File: config.mk
export PLATFORM = sky130hd
export DESIGN_NAME = qss_cfg
export DESIGN_NICKNAME = d
export VERILOG_FILES = /design/src/qss_pkg.sv /design/src/qss_cfg.sv
export SDC_FILE = /design/constraint.sdc
export NUM_CORES = 1
export LEC_CHECK = 0
export BUFFER_PORTS_ARGS = -buffer_cell sky130_fd_sc_hd__buf_2
export CELL_PAD_IN_SITES_DETAIL_PLACEMENT = 1
export CELL_PAD_IN_SITES_GLOBAL_PLACEMENT = 1
export CORE_MARGIN = 4
export CORE_UTILIZATION = 36
export CTS_CLUSTER_SIZE = 28
export DETAILED_ROUTE_END_ITERATION = 10
export GPL_TIMING_DRIVEN = 0
export HOLD_SLACK_MARGIN = 0.03
export PLACE_DENSITY = 0.76
export SYNTH_ARGS = -nofsm -noshare
export SYNTH_HDL_FRONTEND = slang
export SYNTH_SLANG_ARGS = --single-unit
File: constraint.sdc
create_clock -name clk -period 3.9 [get_ports clk]
set_input_delay 0.195 -clock clk [delete_from_list [all_inputs] [get_ports clk]]
set_output_delay 0.195 -clock clk [all_outputs]
set_load 0.01 [all_outputs]
File: src/qss_pkg.sv
package qss_pkg;

  localparam int FRAC_BITS_DEFAULT = 16;
  localparam int NUM_COEFS         = 6;
  localparam int NUM_STEPS         = NUM_COEFS - 1;
  localparam int NUM_LANES         = 3;
  localparam int LANE_POS          = 0;
  localparam int LANE_VEL          = 1;
  localparam int LANE_ACC          = 2;
  localparam int PIPE_LATENCY      = 2 * NUM_STEPS + 2;

  typedef logic signed [31:0] word_t;
  typedef logic [30:0] stime_t;
  typedef word_t [NUM_LANES-1:0] lanes_t;
  typedef word_t [NUM_COEFS-1:0] coef_set_t;
  typedef coef_set_t [NUM_LANES-1:0] coef_bank_t;

  typedef logic [2:0] reg_idx_t;
  localparam reg_idx_t REG_COEF_CONSTANT  = 3'd0;
  localparam reg_idx_t REG_COEF_LINEAR    = 3'd1;
  localparam reg_idx_t REG_COEF_SQUARE    = 3'd2;
  localparam reg_idx_t REG_COEF_CUBE      = 3'd3;
  localparam reg_idx_t REG_COEF_FOURTH    = 3'd4;
  localparam reg_idx_t REG_COEF_FIFTH     = 3'd5;
  localparam reg_idx_t REG_SEGMENT_LENGTH = 3'd6;

  typedef struct packed {
    logic   valid;
    logic   held;
    stime_t t;
  } ctl_t;

  function automatic word_t sat32(input logic signed [63:0] v);
    word_t r;
    if (v > 64'sd2147483647) begin
      r = 32'sh7FFFFFFF;
    end else if (v < -64'sd2147483648) begin
      r = 32'sh80000000;
    end else begin
      r = v[31:0];
    end
    return r;
  endfunction

  function automatic word_t scale_sat(input word_t c, input logic [4:0] k);
    logic signed [37:0] p;
    p = 38'(c) * $signed({33'd0, k});
    return sat32(64'(p));
  endfunction

endpackage

File: src/qss_cfg.sv
module qss_cfg import qss_pkg::*; (
  input  logic       clk,
  input  logic       rst_n,
  input  logic       cfg_valid,
  output logic       cfg_ready,
  input  reg_idx_t   cfg_index,
  input  logic [31:0] cfg_data,
  output coef_bank_t coef_bank,
  output stime_t     seg_length
);

  coef_set_t  coef_r;
  stime_t     seg_r;
  coef_bank_t bank_r;
  coef_bank_t bank_nxt;

  assign cfg_ready  = 1'b1;
  assign coef_bank  = bank_r;
  assign seg_length = seg_r;

  always_comb begin
    bank_nxt = '0;
    bank_nxt[LANE_POS] = coef_r;
    bank_nxt[LANE_VEL][4] = scale_sat(coef_r[5], 5'd5);
    bank_nxt[LANE_VEL][3] = scale_sat(coef_r[4], 5'd4);
    bank_nxt[LANE_VEL][2] = scale_sat(coef_r[3], 5'd3);
    bank_nxt[LANE_VEL][1] = scale_sat(coef_r[2], 5'd2);
    bank_nxt[LANE_VEL][0] = coef_r[1];
    bank_nxt[LANE_ACC][3] = scale_sat(coef_r[5], 5'd20);
    bank_nxt[LANE_ACC][2] = scale_sat(coef_r[4], 5'd12);
    bank_nxt[LANE_ACC][1] = scale_sat(coef_r[3], 5'd6);
    bank_nxt[LANE_ACC][0] = scale_sat(coef_r[2], 5'd2);
  end

  always_ff @(posedge clk) begin
    if (!rst_n) begin
      coef_r <= '0;
      seg_r  <= '0;
      bank_r <= '0;
    end else begin
      bank_r <= bank_nxt;
      if (cfg_valid) begin
        case (cfg_index)
          REG_COEF_CONSTANT, REG_COEF_LINEAR, REG_COEF_SQUARE,
          REG_COEF_CUBE, REG_COEF_FOURTH, REG_COEF_FIFTH: begin
            coef_r[cfg_index] <= cfg_data;
          end
          REG_SEGMENT_LENGTH: begin
            seg_r <= cfg_data[30:0];
          end
          default: begin
          end
        endcase
      end
    end
  end

endmodule

**Yosys cells after proc, flatten, opt, wreduce, memory -nomap -nowiden**

Index checks and enable logic that the tools add are counted.

- Multiply operators: 5
- $lt $le $gt $ge: 16
- Eq/ne operators: 6
- Mux-type cells: 17
- Bitwise logic cells: 1
- Reductions and logical operators: 11

Operators with widths:

| operator | number |
|---|---|
| two-way mux 32 bit | 9 |
| bitwise mux 192 bit | 1 |
| two-way mux 31 bit | 6 |
| multiplier 32 x 3 -> 35 bit, second input constant | 3 |
| demux 32 bit (select 3 bit) | 1 |
| > comparator 36 x 32 -> 1 bit, second input constant | 2 |
| less-than comparator 36 x 32 -> 1 bit, second input constant | 2 |
| multiplier 32 x 4 -> 36 bit, second input constant | 2 |
| > comparator 38 x 32 -> 1 bit, second input constant | 1 |
| less-than comparator 38 x 32 -> 1 bit, second input constant | 1 |
| > comparator 37 x 32 -> 1 bit, second input constant | 1 |
| less-than comparator 37 x 32 -> 1 bit, second input constant | 1 |
| > comparator 35 x 32 -> 1 bit, second input constant | 1 |
| less-than comparator 35 x 32 -> 1 bit, second input constant | 1 |
| > comparator 34 x 32 -> 1 bit, second input constant | 1 |
| less-than comparator 34 x 32 -> 1 bit, second input constant | 1 |
| > comparator 33 x 32 -> 1 bit, second input constant | 1 |
| less-than comparator 33 x 32 -> 1 bit, second input constant | 1 |
| OR reduction 2 bit | 6 |
| == test 3 bit, second input constant | 3 |
| == test 3 x 2 -> 1 bit, second input constant | 2 |
| OR reduction 6 bit | 1 |
| less-than comparator 3 x 4 -> 1 bit, second input constant | 1 |
| AND reduction 2 bit | 2 |
| other kinds (5) | 5 |

- Bits in registers: 735
- Input bits: 38

**Logic depth before layout (Yosys ltp)**

- Depth in word-level cells: 5
- Mapped depth: 16

**Worst setup path before layout**

Ideal clock, no wire load.

- Kind: register to register
- From: reg coef_r (netlist bit bank_nxt[97])
- To: reg bank_r (netlist bit coef_bank[267])
- Arrival: 3.936 ns
- Path slack: -0.123 ns
- Stages on the path, launching flop included: 16
- Cells stage by stage: dfxtp_1 ha_1 ha_1 inv_1 fa_1 nor3_1 nand3_1 or4_1 or3_1 or4_1 or4_1 nor4_1 and4_1 o211ai_2 buf_2 o31ai_1

- Word-level cells in the longest chain between the ends: 4
- Elaborated cells between the ends (all ways): 5
- Classes of those cells: mul: 1; order compare: 2; mux: 2

Ends and longest elaborated chain:

| element | line | RTL |
|---|---|---|
| from (decl) | qss_cfg.sv:12 | `coef_set_t coef_r;` |
| from (signal, indexed assignment) | qss_cfg.sv:46 | `coef_r[cfg_index] <= cfg_data;` |
| multiplier 32 x 3 -> 35 bit * | qss_pkg.sv:47 | `p = 38'(c) * $signed({33'd0, k});` |
| less-than comparator 35 x 32 -> 1 bit | qss_pkg.sv:37 | `end else if (v < -64'sd2147483648) begin` |
| two-way mux 32 bit | qss_pkg.sv:37 |  |
| two-way mux 31 bit * | qss_pkg.sv:35 | `if (v > 64'sd2147483647) begin` |
| to (signal assigned) | qss_cfg.sv:41 | `bank_r <= bank_nxt;` |
| to (decl) | qss_cfg.sv:14 | `coef_bank_t bank_r;` |

Every way passes the cells marked *; elsewhere a longest branch is shown, timed or not.
A chain may end at the register's enable or synchronous reset.

**Worst setup path after layout**

- From: reg coef_r (netlist bit bank_nxt[98])
- To: reg bank_r (netlist bit coef_bank[267])

The elaborated chain is that of the path after synthesis.

==> summary.md <==
| Metric | Value |
|---|---|
| Status | finished, violations left |
| Violated checks | setup timing |
| HPWL after detailed placement | 78240 um |
| Yosys synthesis warning count | 0 |
| Worst min-delay path category | in -> reg |
| Max-Cap Viols | 0 |
| Crit start category | flip-flop |
| Vias in the first global route | 24770 |
| Initial core utilization | 36.45% |
| Number of library cell types mapped by synthesis | 70 |
| Synth top area share | between 40% and 50% |
| Root buffer cell | clkbuf_16 |
| IO Count | about 650 |
| Maximum vdd ir drop | 0.2987 mV |
| Total GRT Usage | about a quarter |
| Cells after Synth | between 2000 and 3000 |
| Initial antenna violation count | 12 |
| Largest area contributor in the netlist | dfxtp_1 |
| R2R Setup Slk | -260 ps |
| Critical R2R Launch | bank_nxt[98]$_SDFFE_PN0P_ |
| Worst slack at placement | -1061 ps |
| Tcrit/Tclk final | 106.8% |
| Power Density | 428.9 mW/mm^2 |
| Avg WL per Cell | ~22 um |
| Buffers added on ports | 547 |
| Worst Hold Path Cells | 3 |
| Final Max Tran Viols | 0 |
| Hold Startpoint | cfg_data[9] |
| Largest net degree at the start of global routing | 16 |
| Slew at the pin closest to its max-slew limit | 1234 ps |
| Max clock buf depth | 3 |
| Bufs and invs on worst path | 2 |
| Setup_tns | -7121 ps |
| Initial DRT Pass Iterations | 5 |
| Crit path setup slack, layout | -264.8 ps |
| Post-route antenna net violation count | 0 |
| Final Cell Area | 0.03488 sq mm |
| Non-filler cells, final | 4774 |
| Final Hold Violating Endpoints | 0 |
| Routed Wire Length | ~110000 um |
| Final net count | between 3000 and 4000 |
| Worst Path Max Fanout | 7 |
| Register area share after synthesis | 47.63% |
| Cell Chain, Critical Path | ha_4 > ha_4 > inv_2 > fa_2 > nor3_2 > nand3_1 > or4_1 > or3_4 > or4_1 > or4_4 > nor4_4 > and4_4 > o211ai_4 > buf_6 > o31ai_2 |
| Final setup viols | 31 |
| Crit end category | flip-flop |
| Worst R2R Path Depth | 15 |
| Global route overflow | 0 |
| WP data required | 4420 ps |
| RSZ-0062 raised after global routing | true |
| Die ar. | about 0.079 sq mm |
| Drt drc | 0 |
| Reg2reg end | coef_bank[267]$_SDFF_PN0_ |
| Post-DP Area | roughly 0.031 sq mm |
| Commonest non-fill, non-tap cell in the layout | dfxtp_1 |
| Vias/cell | 5.030 |
| Syn_area_per_cell | around 8.9 sq um |
| CP delay by family, top | simple AND/OR/NAND/NOR gates |
| Placer Congestion | 0.8733 |
| Worst-path clk slew | about 60 ps |
| First-pass GRT wire length | ~150000 um |
| Kind of critical path | reg -> reg |
| Post-synth EDFFs | 0 |
| Yosys reg bits | 636 |
| Top_reg_cell synth | dfxtp_1 |
| Dpl cells | 4599 |
| Top cells by area, synth | dfxtp_1, ha_1, nand2_1 |
| Latest clock arrival within the worst-skew pair | 610 ps |
| Row cnt | 99 |
| CTS H-tree depth | 3 |
| Vias | around 24000 |
| Inserted Clock Buffers | 71 |
| Initial drt markers | roughly 1200 |
| Clock Skew | approximately 22 ps |
| Hold endpoint | bank_nxt[169]$_SDFFE_PN0P_ |
| WP data arrival | between 4000 and 5000 ps |
| Max transition margin | 17.76% |
| Critical Path Slowest Stage Cell | fa_2 |
| Fmax | ~0.24 GHz |
| Share of synthesized registers carrying an async set or reset | 0% |
| Share of layout cells above drive strength 1 | 28.40% |
| Tmin final | 4165 ps |
| CP peak stage delay | 470 ps |
| CTS tree | yes |
| Area growth from synthesis to layout | 30.50% |
| Hold WS | 45.37 ps |
| Core ar. | 0.07333 sq mm |
| Post-Syn Area | 0.02673 sq mm |
| Lkg Pwr | 16.90 nW |
| Clock Sinks | 636 |
| Die Width | 280.5 um |
| Die Y | 280.5 um |
| Most frequent cells in the layout | dfxtp_1, nand2_1, buf_2 |
-- report_power, final --
part	internal, mW	switching (mW)	leakage [nW]
clock network	3.95	2.81	1.15
registers	6.73	0.109	5.18
logic	0.484	0.874	10.6
total	11.2	3.80	16.9
-- routing by layer --
metal | vias to the layer above | share of wire [%] | GRT usage (%)
met5 | - | 0.043 | 0
met1 | 11730 | 42 | 31.73
met2 | 678 | 48 | 44.15
met4 | 8 | 3.2 | 8.693
li1 | 11400 | - | -
met3 | 195 | 6.1 | 5.700
-- per-stage QoR --
stage	util, %	total power [mW]
after floorplan	-	7.617
after global placement	42.32	8.202
after detailed placement	42.32	8.228
after CTS	46.70	15.05
after global routing	47.56	15.50
final	47.57	14.96
-- state kept, by name, summed over array words and instances, names as in the netlist --
signal      count
seg_length     31
coef_bank     413
bank_nxt      192
-- cells in the mapped netlist, drive strengths merged, types with 16 or more instances --
cell	instances
ha	186
and2	197
nand2	560
a21o	94
xnor2	51
clkbuf	151
o21ai	187
nand3	22
a21oi	331
inv	48
nor2	73
nand2b	19
dfxtp	636
buf	174
nor3	16
a31oi	17
xor2	32
nand4	17
-- layout make-up --
class | instances | area, sq um
clock inverters | 32 | 380.4
well taps | 959 | 1200
flip-flops and latches | 636 | 12800
repair buffers | 611 | 3304
plain buffers | 310 | 1918
multi-input cells | 2084 | 13110
inverters | 48 | 180.2
fillers | 8734 | 38450
diodes | 2 | 5.005
clock buffers | 92 | 1977
-- logic make-up (layout without fill, tap and decap cells) --
group	count (synthesis)	after routing	share of synthesized area (%)
and+or+nand+nor	969	969	16.75
AOI/OAI and AO/OA	743	743	16.26
DFF	636	636	47.63
buffers and inverters	373	1093	7.564
adders and majority gates	189	189	8.931
xor gates and xnor gates	83	83	2.720
muxes	3	3	0.1123
other	2	99	0.02810
-- worst register-to-register path: stages, from the launching register on --
cell	delay, ps
dfxtp_4	360
ha_4	270
ha_4	130
inv_2	40
fa_2	470
nor3_2	120
nand3_1	90
or4_1	460
or3_4	350
or4_1	410
or4_4	460
nor4_4	160
and4_4	270
o211ai_4	180
buf_6	260
o31ai_2	50
-- worst max path at each step --
| stage | start | slack [ps] | to | cells after the start |
|---|---|---|---|---|
| 6_report | bank_nxt[98]$_SDFFE_PN0P_ | -260 | coef_bank[267]$_SDFF_PN0_ | 15 |
| 5_1_grt | bank_nxt[97]$_SDFFE_PN0P_ | -380 | coef_bank[276]$_SDFF_PN0_ | 15 |
| 4_1_cts | bank_nxt[98]$_SDFFE_PN0P_ | -360 | coef_bank[257]$_SDFF_PN0_ | 15 |
| 3_5_place_dp | bank_nxt[106]$_SDFFE_PN0P_ | -1060 | coef_bank[443]$_SDFF_PN0_ | 15 |
| 3_3_place_gp | bank_nxt[106]$_SDFFE_PN0P_ | -1010 | coef_bank[437]$_SDFF_PN0_ | 15 |
| 2_1_floorplan | bank_nxt[97]$_SDFFE_PN0P_ | 20 | coef_bank[272]$_SDFF_PN0_ | 15 |
-- timing repair --
action                                 in CTS  in global routing
pin swaps                                  26                 36
setup endpoints to repair                 155                153
gates resized for setup                   165                175
cloned                                      2                  2
hold buffers                               20                  0
buffers inserted                           16                 24
endpoints found under the hold margin     119                  0
Power figures use the tool's default switching activity.
